$ cat src/rtl/cme_pkg.sv
// Shared types, widths and constants for the correlation matrix engine.
// No dependencies; used by cme_mul, cme_ratio, correlation_matrix_engine, cme_checker and tb.
package cme_pkg;

   // fixed field widths
   localparam int SAMPLE_W   = 16;
   localparam int SUM_W      = 33;
   localparam int XSUM_W     = 48;
   localparam int CORR_W     = 16;
   localparam int MAG_W      = 15;
   localparam int IDX_W      = 3;
   localparam int CFG_W      = 4;
   localparam int CSR_ADDR_W = 3;
   localparam int CSR_DATA_W = 32;
   localparam int TDATA_W    = 24;
   localparam int TRI_IDX_W  = 6;

   // arithmetic unit widths
   localparam int HALF_W     = 64;
   localparam int WIDE_W     = 128;
   localparam int QUO_W      = 31;
   localparam int ROOT_W     = 32;
   localparam int DIV_STEPS  = 31;
   localparam int ROOT_STEPS = 16;
   localparam int STEP_W     = 5;

   localparam logic [CFG_W-1:0] CFG_RESET = 4'd3;

   // register indexes
   localparam int REG_SERIES = 0;

   typedef enum logic [1:0] {
      ST_OK         = 2'd0,
      ST_TOO_FEW    = 2'd1,
      ST_ZERO_VAR   = 2'd2,
      ST_INCOMPLETE = 2'd3
   } status_type;

   // packed upper-triangle address of pair (a, b), order-free
   function automatic logic [TRI_IDX_W-1:0] tri_addr(input logic [IDX_W-1:0] a,
                                                     input logic [IDX_W-1:0] b);
      logic [TRI_IDX_W-1:0] lo;
      logic [TRI_IDX_W-1:0] hi;
      logic [TRI_IDX_W-1:0] base;
      lo = (a < b) ? TRI_IDX_W'(a) : TRI_IDX_W'(b);
      hi = (a < b) ? TRI_IDX_W'(b) : TRI_IDX_W'(a);
      base = (hi * (hi + TRI_IDX_W'(1))) >> 1;
      return base + lo;
   endfunction

endpackage

$ cat src/rtl/cme_mul.sv
// Shared shift-add multiplier, 64 x 64 -> 128 unsigned, one multiplier bit a cycle.
// Stops as soon as the remaining multiplier bits are zero. Depends on cme_pkg.
module cme_mul (
   input  logic                        clock,
   input  logic                        reset,
   input  logic                        start,
   input  logic [cme_pkg::HALF_W-1:0]  mcand,
   input  logic [cme_pkg::HALF_W-1:0]  mplier,
   output logic                        done,
   output logic [cme_pkg::WIDE_W-1:0]  product
);

   logic                       busy_ff;
   logic                       done_ff;
   logic [cme_pkg::WIDE_W-1:0] mcand_ff;
   logic [cme_pkg::HALF_W-1:0] mplier_ff;
   logic [cme_pkg::WIDE_W-1:0] acc_ff;
   logic [cme_pkg::WIDE_W-1:0] acc_in;
   logic [cme_pkg::HALF_W-1:0] mplier_in;

   // one partial product per cycle
   always_comb begin
      acc_in    = acc_ff + (mplier_ff[0] ? mcand_ff : '0);
      mplier_in = mplier_ff >> 1;
   end

   always_ff @(posedge clock) begin
      if (reset) begin
         busy_ff <= 1'b0;
         done_ff <= 1'b0;
      end else begin
         done_ff <= 1'b0;
         if (start) begin
            mcand_ff  <= cme_pkg::WIDE_W'(mcand);
            mplier_ff <= mplier;
            acc_ff    <= '0;
            busy_ff   <= 1'b1;
         end else if (busy_ff) begin
            acc_ff    <= acc_in;
            mcand_ff  <= mcand_ff << 1;
            mplier_ff <= mplier_in;
            if (mplier_in == '0) begin
               busy_ff <= 1'b0;
               done_ff <= 1'b1;
            end
         end
      end
   end

   assign done    = done_ff;
   assign product = acc_ff;

endmodule

$ cat config.mk
export PLATFORM = sky130hd
export DESIGN_NAME = cme_mul
export DESIGN_NICKNAME = d
export VERILOG_FILES = /design/src/rtl/cme_pkg.sv /design/src/rtl/cme_mul.sv
export SDC_FILE = /design/constraint.sdc
export NUM_CORES = 1
export LEC_CHECK = 0
export ABC_AREA = 1
export BUFFER_PORTS_ARGS = -buffer_cell sky130_fd_sc_hd__buf_4
export CORE_UTILIZATION = 49
export CTS_CLUSTER_SIZE = 25
export DETAILED_ROUTE_END_ITERATION = 16
export PLACE_DENSITY_LB_ADDON = 0.25
export SYNTH_ARGS = -nofsm -noshare
export SYNTH_HDL_FRONTEND = slang
export SYNTH_SLANG_ARGS = --single-unit
$ cat constraint.sdc
create_clock -name clock -period 25.5 [get_ports clock]
set_input_delay 2.55 -clock clock [delete_from_list [all_inputs] [get_ports clock]]
set_output_delay 2.55 -clock clock [all_outputs]
set_load 0.01 [all_outputs]
## Word-level counts from Yosys, hierarchy flattened

Cells that the tools add are included.

| cells by class | value |
|---|---|
| $add $sub $neg | 1 |
| $mul | 0 |
| div/mod/pow operators | 0 |
| order comparisons | 0 |
| equal/unequal tests | 0 |
| shift-type cells | 0 |
| mux-type cells | 10 |
| bitwise gates (word level) | 2 |
| reduce and logical (&&, ||, !) cells | 4 |

Operator list:

| cell | number |
|---|---|
| $mux 128 | 3 |
| $mux 64 | 3 |
| $add 128x128->128 | 1 |
| $logic_not 64->1 | 1 |
| $mux 1 | 4 |
| $reduce_or 3->1 | 1 |
| $not 1->1 | 2 |
| $reduce_and 2->1 | 1 |
| $reduce_bool 2->1 | 1 |

| word-level totals | value |
|---|---|
| register bits | 322 |
| latch bits | 0 |
| memory bits (writable) | 0 |
| ROM bits | 0 |
| input port bits | 131 |
| output and inout port bits | 129 |
| memories kept | 0 |

## Longest topological paths before layout

| depth | value |
|---|---|
| depth in word-level cells | 4 |
| mapped depth | 21 |
| depth with buffers taken out | 19 |

## Worst setup path before layout

Ideal clock, no wire load.

| path | value |
|---|---|
| path kind | input port to flip-flop |
| start point | input port start |
| end point | register busy_ff |
| arrival | 19.239 ns |
| data required time | 25.350 ns |
| slack | 6.111 ns |
| stages on the path | 5 |
| path buffers | 2 |
| cells stage by stage | clkbuf_1 inv_1 clkbuf_1 a21oi_1 and2_1 |

| on the way | value |
|---|---|
| word-level cells in the longest chain between the ends | 1 |

RTL lines:

| item | line | RTL |
|---|---|---|
| start: declaration | cme_mul.sv:6 | `input logic start,` |
| $mux 1 | cme_mul.sv:33 | `if (start) begin` |
| end signal: assignment | cme_mul.sv:29 | `busy_ff <= 1'b0;` |
| end signal: assignment | cme_mul.sv:37 | `busy_ff <= 1'b1;` |
| end signal: assignment | cme_mul.sv:43 | `busy_ff <= 1'b0;` |
| end: declaration | cme_mul.sv:13 | `logic busy_ff;` |

Every way passes these cells.
A chain may end at the register's enable or synchronous reset.

## Worst setup path after layout

| path | value |
|---|---|
| start point | input port start |
| end point | register mcand_ff[29] (netlist bit), enable pin |

| on the way | value |
|---|---|
| word-level cells in the longest chain between the ends | 2 |

RTL lines:

| item | line | RTL |
|---|---|---|
| $reduce_bool 2->1 (no source line) | -- |  |
| $reduce_and 2->1 (no source line) | -- |  |
| end signal: assignment | cme_mul.sv:34 | `mcand_ff <= cme_pkg::WIDE_W'(mcand);` |
| end signal: assignment | cme_mul.sv:40 | `mcand_ff <= mcand_ff << 1;` |
| end: declaration | cme_mul.sv:15 | `logic [cme_pkg::WIDE_W-1:0] mcand_ff;` |

Every way passes these cells.

==> summary.md <==
| Metric | Value |
|---|---|
| CP Launch Type | input port |
| Post-synthesis register bit count | 322 |
| Commonest non-fill, non-tap cell in the layout | nand2_1 |
| Clk slew on worst S/H paths | 0.06 ns |
| RR Startpoint | mplier_ff[0]$_DFFE_PP_ |
| Part of the power in registers | 0.394 |
| # Post-CTS Setup Buffers | 0 |
| Largest net degree at the start of global routing | 114 |
| M1 WL | 44.98 mm |
| Logic pwr share | 0.269 |
| Insertion delay to the later sink of the worst-skew pair | 0.61 ns |
| Initial core utilization | 0.4979 |
| Clk sink count | 322 |
| Ant. Diodes | 0 |
| Resize count post-CTS | 0 |
| Largest stage delay on the critical path | 0.82 ns |
| Area Growth Syn to Fin | 14.51% |
| Clock power share | 0.338 |
| CTS Buffer Depth | 3 |
| Worst path cell trace | buf_6 -> inv_6 -> a21oi_4 -> buf_4 -> buf_4 |
| Chip width | 239.3 µm |
| CP Max Fanout | 113 |
| Finished Layout Cells | 5493 |
| Tot Pwr | 0.001679 W |
| Synth Net Count | 4728 |
| Share of cells above drive strength 1 | 0.1052 |
| Final Hold Fails | 0 |
| RSZ-0062 raised after global routing | false |
| Worst setup startpoint | start |
| Total number of vias | 27344 |
| Slew headroom | 0.2710 |
| First DRT Iteration DRCs | 2535 |
| DR vias/cell | 4.978 |
| Setup violators final | 0 |
| Worst EP required | 25.71 ns |
| Dpl cells | 5424 |
| Post-Syn Area | 0.02759 mm² |
| Die Height | 239.3 µm |
| Die area | 0.05726 mm² |
| Final RePlAce weighted congestion | 1.045 |
| Crit path capture type | flip-flop |
| Total internal power | 0.001093 W |
| Setup TNS | 0 ns |
| Sw frac | 0.3493 |
| Hold_buf cts | 0 |
| Drt pass-1 iters | 7 |
| Placed cell area | 0.03033 mm² |
| Syn avg cell area | 6.173 µm² |
| Cells after synthesis | 4469 |
| Core ar. | 0.05542 mm² |
| Total Routed Length | 98.36 mm |
| Vias in the first global route | 25046 |
| Buf/Inv on CP | 4 |
| Clock tree from TritonCTS | done |
| Total grt overflow | 0 |
| Maxcap violations | 0 |
| CTS root buf | clkbuf_16 |
| Sequential area share after synthesis | 0.3498 |
| Nets | 4976 |
| Top Metal Used | met4 |
| Pwr/cell area | 53.16 mW/mm² |
| Min-delay src | busy_ff$_SDFF_PP0_ |
| Drt wl/cell | 17.91 µm |
| Crit path kind | in -> reg |
| Leak Pwr | 18.05 nW |
| Row cnt | 86 |
| Fin. max-slew vios | 0 |
| Fmax | 190.6 MHz |
| Total GRT Usage | 0.3417 |
| Tmin final | 5.247 ns |
| Top Family by Delay on Critical Path | buffers and inverters |
| Setup Skew | 0.03171 ns |
| Met3 WL | 9.146 mm |
| Commonest non-fill, non-tap cells in the layout | 1859 x nand2_1, 1080 x inv_1, 391 x nor2_1 |
| Worst hold path type | reg -> reg |
| VDD IR max | 0.00005366 V |
| Fin area | 0.03159 mm² |
| Fin crit share | 0.2058 |
| Outcome | finished clean |
| Slowest CP cell | buf_4 |
| Yosys cell types | 33 |
| Dpl hpwl | 79.94 mm |
| # IOs | 260 |
| Initial antenna violation count | 1 |
| CTS H-Tree Depth | 2 |
| Final ANT Viol Nets | 0 |
| First-pass GRT wire length | 145.4 mm |
| Arrival @ worst endpoint | 5.46 ns |
| Synth warn | 0 |
| Cell repeated most along the worst path | buf_4 |
| Switching Power | 0.0005866 W |
| Port Buffer Count | 259 |
| Pin slew with the least headroom to its limit | 1.094 ns |
| DR WL met2 | 41.59 mm |
| Residual DRC | 0 |
| Clock buffer count from CTS | 39 |
==> stage by stage <==
| stage | hold WS (ns) | utilization | worst slack, ns |
|---|---|---|---|
| floorplan | 0.4218 | - | 6.111 |
| global placement | 0.5030 | 0.5473 | 19.69 |
| detailed placement | 0.5116 | 0.5473 | 19.66 |
| CTS | 0.5149 | 0.5701 | 20.25 |
| global route | 0.5390 | 0.5701 | 20.03 |
| finish | 0.5114 | 0.5701 | 20.25 |
==> state kept, by name, summed over array words and instances, names as in the netlist <==
signal     cells
done           1
product      128
mcand_ff     128
busy_ff        1
mplier_ff     64
==> cells in the mapped netlist <==
| cell type | n | area share |
|---|---|---|
| inv_1 | 1081 | 0.15 |
| ha_1 | 127 | 0.058 |
| clkinv_1 | 1 | 0.00014 |
| nand3b_1 | 1 | 0.00027 |
| nor2_1 | 391 | 0.053 |
| nand3_2 | 26 | 0.0094 |
| nor2_4 | 5 | 0.0020 |
| o21ai_0 | 104 | 0.019 |
| xor2_1 | 1 | 0.00032 |
| o21a_1 | 6 | 0.0016 |
| a21oi_1 | 184 | 0.033 |
| nand4_1 | 23 | 0.0052 |
| a21oi_2 | 1 | 0.00032 |
| nand2_1 | 1859 | 0.25 |
| and2_1 | 11 | 0.0025 |
| buf_2 | 4 | 0.00073 |
| clkbuf_1 | 49 | 0.0067 |
| nor4_2 | 4 | 0.0018 |
| o21bai_1 | 8 | 0.0022 |
| or2_0 | 1 | 0.00023 |
| dfxtp_1 | 2 | 0.0015 |
| edfxtp_1 | 320 | 0.35 |
| nor3_2 | 10 | 0.0036 |
| nand3_1 | 86 | 0.016 |
| nor3_1 | 16 | 0.0029 |
| a21o_1 | 1 | 0.00027 |
| buf_4 | 1 | 0.00027 |
| fa_1 | 1 | 0.00073 |
| buf_1 | 9 | 0.0012 |
| inv_2 | 19 | 0.0026 |
| nor4_1 | 10 | 0.0023 |
| nor2_2 | 64 | 0.015 |
| nand2_2 | 43 | 0.0098 |
==> power groups by stage <==
stage	sequential [W]	combinational, W	clock, W
2_1_floorplan	0.000688	0.000272	0
3_3_place_gp	0.000671	0.000436	0
3_5_place_dp	0.000671	0.000441	0
4_1_cts	0.000661	0.000443	0.000576
5_1_grt	0.000664	0.000499	0.000592
6_report	0.000661	0.000451	0.000567
==> final timing paths <==
path	cells past startpoint	slack, ns	to
worst max register to register	13	21.40	product[124]$_SDFFCE_PP0P_
worst min register to register	2	0.51	done$_SDFF_PP0_
worst min-delay path	2	0.51	done$_SDFF_PP0_
worst max-delay path	5	20.25	mcand_ff[29]$_DFFE_PP_
==> cell families (layout without fill, tap and decap cells) <==
kind of cell             count (synthesis)  in the layout  synth area share
AO/OA/AOI/OAI                          304            304           0.05664
XOR/XNOR                                 1              1         0.0003175
adder cells (fa/ha/maj)                128            128           0.05832
buffers and inverters                 1164           1440            0.1587
flip-flops                             322            322            0.3498
AND/OR/NAND/NOR                       2550           2550            0.3763
==> layout make-up <==
cell class,instances,area [µm²]
Clock buffer,45,998.5
Multi-Input combinational cell,2983,13570
Sequential cell,322,9649
Tap cell,748,935.9
Timing Repair Buffer,270,2031
Inverter,1101,4138
Fill cell,5759,23820
Clock inverter,24,267.8
==> metal layers <==
layer,up-vias,track usage
li1,13824,-
met1,12378,0.4989
met2,1020,0.5153
met3,122,0.05935
met4,0,0.09538
met5,-,0
==> worst register-to-register path, cell delays in order (launching register included) <==
cell	delay (ns)
edfxtp_1	0.38
buf_4	0.28
nand2_1	0.14
inv_1	0.06
ha_1	0.49
nand2_1	0.16
nor2_1	0.22
inv_1	0.15
nor3_1	0.59
nand2_1	0.21
nor3_1	0.70
nand2_1	0.24
a21oi_1	0.17
nor2_1	0.06
No activity file was read; power rests on OpenSTA's default activity.
