===== src/rtl/cme_pkg.sv =====
// Shared types, widths and constants for the correlation matrix engine.
// No dependencies; used by cme_mul, cme_ratio, correlation_matrix_engine, cme_checker and tb.
package cme_pkg;

   // fixed field widths
   localparam int SAMPLE_W   = 16;
   localparam int SUM_W      = 33;
   localparam int XSUM_W     = 48;
   localparam int CORR_W     = 16;
   localparam int MAG_W      = 15;
   localparam int IDX_W      = 3;
   localparam int CFG_W      = 4;
   localparam int CSR_ADDR_W = 3;
   localparam int CSR_DATA_W = 32;
   localparam int TDATA_W    = 24;
   localparam int TRI_IDX_W  = 6;

   // arithmetic unit widths
   localparam int HALF_W     = 64;
   localparam int WIDE_W     = 128;
   localparam int QUO_W      = 31;
   localparam int ROOT_W     = 32;
   localparam int DIV_STEPS  = 31;
   localparam int ROOT_STEPS = 16;
   localparam int STEP_W     = 5;

   localparam logic [CFG_W-1:0] CFG_RESET = 4'd3;

   // register indexes
   localparam int REG_SERIES = 0;

   typedef enum logic [1:0] {
      ST_OK         = 2'd0,
      ST_TOO_FEW    = 2'd1,
      ST_ZERO_VAR   = 2'd2,
      ST_INCOMPLETE = 2'd3
   } status_type;

   // packed upper-triangle address of pair (a, b), order-free
   function automatic logic [TRI_IDX_W-1:0] tri_addr(input logic [IDX_W-1:0] a,
                                                     input logic [IDX_W-1:0] b);
      logic [TRI_IDX_W-1:0] lo;
      logic [TRI_IDX_W-1:0] hi;
      logic [TRI_IDX_W-1:0] base;
      lo = (a < b) ? TRI_IDX_W'(a) : TRI_IDX_W'(b);
      hi = (a < b) ? TRI_IDX_W'(b) : TRI_IDX_W'(a);
      base = (hi * (hi + TRI_IDX_W'(1))) >> 1;
      return base + lo;
   endfunction

endpackage


===== src/rtl/cme_ratio.sv =====
// Correlation magnitude unit: floor(2^30 * num2 / den) by restoring division,
// then an integer square root, then rounding to Q1.14. Depends on cme_pkg.
module cme_ratio (
   input  logic                        clock,
   input  logic                        reset,
   input  logic                        start,
   input  logic [cme_pkg::WIDE_W-1:0]  num2,
   input  logic [cme_pkg::WIDE_W-1:0]  den,
   output logic                        done,
   output logic [cme_pkg::MAG_W-1:0]   mag
);

   typedef enum logic [1:0] {R_IDLE, R_DIV, R_ROOT} phase_type;

   phase_type                    phase_ff;
   logic [cme_pkg::STEP_W-1:0]   step_ff;
   logic                         first_ff;
   logic                         done_ff;
   logic [cme_pkg::WIDE_W-1:0]   rem_ff;
   logic [cme_pkg::WIDE_W-1:0]   den_ff;
   logic [cme_pkg::QUO_W-1:0]    quo_ff;
   logic [cme_pkg::ROOT_W-1:0]   op_ff;
   logic [cme_pkg::ROOT_W-1:0]   res_ff;
   logic [cme_pkg::ROOT_W-1:0]   one_ff;
   logic [cme_pkg::MAG_W-1:0]    mag_ff;

   logic [cme_pkg::WIDE_W-1:0]   shifted;
   logic                         ge;
   logic [cme_pkg::WIDE_W-1:0]   rem_in;
   logic [cme_pkg::QUO_W-1:0]    quo_in;
   logic [cme_pkg::ROOT_W-1:0]   trial;
   logic                         fits;
   logic [cme_pkg::ROOT_W-1:0]   op_in;
   logic [cme_pkg::ROOT_W-1:0]   res_in;
   logic [cme_pkg::ROOT_W-1:0]   res_rnd;

   // one quotient bit, or one root bit, per cycle
   always_comb begin
      shifted = first_ff ? rem_ff : (rem_ff << 1);
      ge      = (shifted >= den_ff);
      rem_in  = ge ? (shifted - den_ff) : shifted;
      quo_in  = {quo_ff[cme_pkg::QUO_W-2:0], ge};
      trial   = res_ff + one_ff;
      fits    = (op_ff >= trial);
      op_in   = fits ? (op_ff - trial) : op_ff;
      res_in  = fits ? ((res_ff >> 1) + one_ff) : (res_ff >> 1);
      res_rnd = (res_in + cme_pkg::ROOT_W'(1)) >> 1;
   end

   always_ff @(posedge clock) begin
      if (reset) begin
         phase_ff <= R_IDLE;
         done_ff  <= 1'b0;
      end else begin
         done_ff <= 1'b0;
         unique case (phase_ff)
            R_IDLE: begin
               if (start) begin
                  rem_ff   <= num2;
                  den_ff   <= den;
                  quo_ff   <= '0;
                  first_ff <= 1'b1;
                  step_ff  <= cme_pkg::STEP_W'(cme_pkg::DIV_STEPS - 1);
                  phase_ff <= R_DIV;
               end
            end
            R_DIV: begin
               rem_ff   <= rem_in;
               quo_ff   <= quo_in;
               first_ff <= 1'b0;
               if (step_ff == '0) begin
                  op_ff    <= cme_pkg::ROOT_W'(quo_in);
                  res_ff   <= '0;
                  one_ff   <= cme_pkg::ROOT_W'(1) << (cme_pkg::ROOT_W - 2);
                  step_ff  <= cme_pkg::STEP_W'(cme_pkg::ROOT_STEPS - 1);
                  phase_ff <= R_ROOT;
               end else begin
                  step_ff <= step_ff - cme_pkg::STEP_W'(1);
               end
            end
            R_ROOT: begin
               op_ff  <= op_in;
               res_ff <= res_in;
               one_ff <= one_ff >> 2;
               if (step_ff == '0) begin
                  mag_ff   <= cme_pkg::MAG_W'(res_rnd);
                  done_ff  <= 1'b1;
                  phase_ff <= R_IDLE;
               end else begin
                  step_ff <= step_ff - cme_pkg::STEP_W'(1);
               end
            end
            default: phase_ff <= R_IDLE;
         endcase
      end
   end

   assign done = done_ff;
   assign mag  = mag_ff;

endmodule


===== config.mk =====
export PLATFORM = sky130hd
export DESIGN_NAME = cme_ratio
export DESIGN_NICKNAME = d
export VERILOG_FILES = /design/src/rtl/cme_pkg.sv /design/src/rtl/cme_ratio.sv
export SDC_FILE = /design/constraint.sdc
export NUM_CORES = 1
export LEC_CHECK = 0
export BUFFER_PORTS_ARGS = -buffer_cell sky130_fd_sc_hd__buf_2
export CAP_MARGIN = 30
export CORE_MARGIN = 5
export CORE_UTILIZATION = 35
export CTS_CLUSTER_DIAMETER = 200
export DETAILED_ROUTE_END_ITERATION = 10
export HOLD_SLACK_MARGIN = 0.12
export PLACE_DENSITY = 0.6
export SETUP_SLACK_MARGIN = 0.05
export SLEW_MARGIN = 20
export SYNTH_ARGS = -nofsm -noshare
export SYNTH_HDL_FRONTEND = slang
export SYNTH_SLANG_ARGS = --single-unit

===== constraint.sdc =====
create_clock -name clock -period 10 [get_ports clock]
set_input_delay 1 -clock clock [delete_from_list [all_inputs] [get_ports clock]]
set_output_delay 1 -clock clock [all_outputs]
set_load 0.1 [all_outputs]

Yosys cells after proc, flatten, opt, wreduce, memory -nomap -nowiden --
Index checks and enable logic that the tools add are counted.
Storage, ports and cells: register bits after elaboration 406, output and inout bits 16, word-level logic and storage cells 66, input bits 259
Cells by class: equal/unequal tests 7, reduce and logical (&&, ||, !) cells 13, mux-type cells 25, add/sub/neg operators 6, magnitude comparators 2, bitwise logic cells 2
Operator list (count):
- $mux W128 | 3
- $pmux W128 S2 | 1
- $pmux W32 S2 | 3
- $mux W32 | 5
- $ge A128 B128 Y1 | 1
- $sub A128 B128 Y128 | 1
- $pmux W30 S2 | 1
- $add A31 B32 Y32 | 1
- $add A32 B32 Y32 | 1
- $ge A32 B32 Y1 | 1
- $sub A32 B32 Y32 | 1
- $mux W30 | 1
- $add A16 B1 Y16 const B | 1
- $mux W5 | 3
- $pmux W5 S3 | 1
- $reduce_and A3 Y1 | 5
- $ne A2 B2 Y1 const B | 5
- $reduce_and A4 Y1 | 2
- $mux W2 | 3
- $pmux W2 S3 | 1
- $logic_not A5 Y1 | 1
- $sub A5 B1 Y5 const B | 1
- $reduce_bool A2 Y1 | 2
- $reduce_bool A3 Y1 | 1
- other kinds (7) | 9

Depth between registers and ports, before layout --
word-level depth 4, mapped depth 31, gate-level depth less buffers 29

Worst setup path before layout --
OpenSTA, ideal clock, no wires.
kind input port to flip-flop, start input reset, end register first_ff, enable pin, data required time 9.270 ns, stages 2, buffers on the path 1, setup time 0.730 ns, arrival time 8.833 ns, slack 0.437 ns, cell sequence clkbuf_1 a21oi_1
On the way: longest elaborated chain between the ends 2
RTL lines:
- start: declaration | RTL line cme_ratio.sv:5 | input logic reset,
- $not A1 Y1 (no source line)
- $reduce_and A3 Y1 (no source line)
- end signal: assignment | RTL line cme_ratio.sv:62 | first_ff <= 1'b1;
- end signal: assignment | RTL line cme_ratio.sv:70 | first_ff <= 1'b0;
- end: declaration | RTL line cme_ratio.sv:17 | logic first_ff;
Every way passes these cells. A chain may end at the register's enable or synchronous reset.

Worst setup path after layout --
start register res_ff[2] in the netlist's numbering, end register mag_ff, in the netlist mag[11], data pin
On the way: longest elaborated chain between the ends 4, elaborated cells on any way between the ends 5, those cells by class add/sub (3); order compare (1); mux (1)
RTL lines:
- start: declaration | RTL line cme_ratio.sv:23 | logic [cme_pkg::ROOT_W-1:0] res_ff;
- start signal: assignment | RTL line cme_ratio.sv:83 | res_ff <= res_in;
- $add A32 B32 Y32 | RTL line cme_ratio.sv:43 | trial = res_ff + one_ff;
- $ge A32 B32 Y1 | RTL line cme_ratio.sv:44 | fits = (op_ff >= trial);
- $mux W32 * | RTL line cme_ratio.sv:46 | res_in = fits ? ((res_ff >> 1) + one_ff) : (res_ff >> 1);
- net res_in (one bit) | RTL line cme_ratio.sv:34 | logic [cme_pkg::ROOT_W-1:0] res_in;
- $add A16 B1 Y16 * | RTL line cme_ratio.sv:47 | res_rnd = (res_in + cme_pkg::ROOT_W'(1)) >> 1;
- net res_rnd (one bit) | RTL line cme_ratio.sv:35 | logic [cme_pkg::ROOT_W-1:0] res_rnd;
- end signal: assignment | RTL line cme_ratio.sv:86 | mag_ff <= cme_pkg::MAG_W'(res_rnd);
- end: declaration | RTL line cme_ratio.sv:25 | logic [cme_pkg::MAG_W-1:0] mag_ff;
The timed path passes the listed nets; every way through them passes the cells marked *.

==> results.yml <==
cts:
  postCtsSetupBuffers: 0
  cts_inserted_buffers: 50
  cts.path.max_buffers: 3
  postCtsHoldBufs: 0
  ctsResizeCount: 0
  clkTransAtPathRegs_ns: 0.06
  ctsHtreeMaxLevel: 2
  insertion_delay_ns: 0.61
  clkSinkCount: 390
  cts_tree: "yes"
  root_buffer: "clkbuf_16"
yosys:
  avgSynthCellArea_um2: 9.05
  yosys_register_bits: 390
  syn_area_um2: 30100
  yosys_warnings: 0
  yosysUniqueCellTypes: 82
  synth_top_area_share_pct: 38.6
  synthTopCellsByArea: "edfxtp_1 (39%), ha_1 (8.3%), a21oi_1 (7.1%), mux2_2 (5.5%), nor2_1 (4.7%)"
  synthCells: 3327
  synth_ff_type: "edfxtp_1"
  synth-edff-count: 387
  synth-seq-area-share_pct: 38.8
  synth_top_area_cell: "edfxtp_1"
  synth_nets: 3788
  ys_async_sr_fraction_pct: 0
sta:
  min_period_ns: 7.11
  fin_setup_tns_ns: 0
  worstMarginPinSlew_ns: 1.14
  fin_hold_ws_ns: 0.505
  maxSlewViolCount: 0
  finalClockSkew_ns: 0.0330
  max_freq_ghz: 0.141
  relSlewSlack_pct: 23.7
  rsz0062_at_grt: "no"
  fin_crit_sh_pct: 71.1
  final-setup-viol-count: 0
  hold_violations: 0
detailed_routing:
  top_layer: "met4"
  drc: 0
  wire_per_inst_um: 19.9
  dr_wl_met2_um: 42300
  met1_length_um: 43900
  wl_met3_um: 4660
  viasPerCell: 5.47
  num_vias: 25700
  ant_nets: 0
  first_pass_iters: 5
  drt-total-wl_um: 93500
  drt_iter0_drc: 1673
layout:
  final_common_cell: "a21oi_1"
  most-common-layout-cells: "a21oi_1 (428), edfxtp_1 (387), nor2_1 (377), buf_2 (274), nand2_1 (264)"
  post-route-util_pct: 40.0
  final_nets: 3976
  drive_above_1_share_pct: 16.0
  diodes: 0
  area.growth.synth_to_final_pct: 13.3
worst_setup_path:
  end_kind: "register"
  startpoint_type: "register"
  regToRegSetupSlack_ns: 2.89
  critPathMaxFanout: 13
  slowest_stage: "nor4b_2"
  cp.required_ns: 10.33
  cp_top_family: "simple AND/OR/NAND/NOR gates"
  critical_path_class: "reg2reg"
  path_buf_inv: 0
  slowest_delay_ns: 0.51
  arrival_ns: 7.44
floorplan:
  die-area_um2: 92000
  num_rows: 107
  die_w_um: 303
  start_util_pct: 35.3
  ios: 275
  fp.dieH_um: 303
  fp.coreArea_um2: 85300
power_and_ir_drop:
  p_leak_nw: 13.5
  finalPower_mw: 5.42
  cellPowerDensity_nw_per_um2: 159
  ir_drop_uv: 121
flow_run:
  cap_violations: 0
worst_hold_path:
  worstHoldPathType: "reg2reg"
global_routing:
  grt_max_degree: 160
  antenna_found_initial: 2
  grt-ovfl-total: 0
  grt_pass1_vias: 25500
  grt_pass1_wl_um: 144000
  grt.total_usage_pct: 19.6
place:
  dp_hpwl_um: 71600
  gp_congestion: 0.960
  portBuffers: 274
run_status:
  status: "finished, final reports clean"
==> state kept, by name (all words and copies together), names as in the netlist <==
signal,cells
den_ff,128
done,1
first_ff,1
mag,15
one_ff,16
op_ff,32
phase_ff,2
quo_ff,30
rem_ff,128
res_ff,32
step_ff,5
==> area by class of cell <==
| cell class | instances | area, um2 |
|---|---|---|
| clock inverters | 34 | 308 |
| repair buffers | 298 | 1600 |
| well taps | 1144 | 1430 |
| flip-flops and latches | 390 | 11700 |
| multi-input cells | 2586 | 17100 |
| inverters | 189 | 709 |
| fillers | 8629 | 51200 |
| clock buffers | 58 | 1300 |
==> per-layer routing <==
metal,up-vias,global-route usage [%]
li1,12500,-
met1,12300,28.0
met2,708,31.7
met3,126,2.28
met4,0,5.57
met5,-,0
==> worst register-to-register path: cells and delay by family, from the launching register on <==
| kind | cells | cell delay (ns) |
|---|---|---|
| AND/OR/NAND/NOR | 11 | 2.72 |
| XOR/XNOR | 2 | 0.20 |
| adder cells (fa/ha/maj) | 3 | 0.95 |
| AO/OA/AOI/OAI | 12 | 2.52 |
| flip-flops | 1 | 0.49 |
==> path summary, 6_finish.rpt <==
check / start / end / cells past startpoint
setup / recovery: res_ff[2] / mag[11] / 28
hold reg to reg: phase_ff[1] / phase_ff[1] / 2
setup reg to reg: res_ff[2] / mag[11] / 28
hold / removal: phase_ff[1] / phase_ff[1] / 2
==> report_power, final <==
| group | internal [mW] | switching (mW) | total, mW | leakage (nW) |
|---|---|---|---|---|
| combinational | 0.619 | 1.02 | 1.64 | 9.06 |
| sequential | 1.93 | 0.0480 | 1.98 | 3.62 |
| clock | 1.06 | 0.748 | 1.81 | 0.792 |
==> kinds of logic after synthesis <==
group / Yosys count / share of synthesized area [%]
buf+inv: 351 / 4.58
compound gates: 997 / 20.3
xor+xnor: 217 / 6.31
mux: 174 / 6.40
fa+ha+maj: 202 / 8.44
flops: 390 / 38.8
simple gates: 996 / 15.2
==> synth_stat cells (all sizes together) (24+ instances only) <==
master,count
a21o,91
a21oi,433
a31oi,40
and2,59
and3,30
buf,35
clkbuf,127
edfxtp,387
ha,200
inv,188
mux2,148
mux2i,26
nand2,265
nand3,44
nand4,74
nor2,379
nor2b,24
nor3,36
o21ai,186
o21bai,57
or3,24
xnor2,128
xor2,89
==> stage by stage <==
| stage | instance area (um2) | instances | setup WS (ns) |
|---|---|---|---|
| 2_1_floorplan | 30100 | 3327 | 0.437 |
| 3_3_place_gp | 32500 | 4605 | 3.14 |
| 3_5_place_dp | 32500 | 4606 | 3.00 |
| 4_1_cts | 34100 | 4698 | 2.99 |
| 5_1_grt | 34100 | 4699 | 2.21 |
| 6_report | 34100 | 4699 | 2.89 |
No activity file was read; power rests on OpenSTA's default activity.
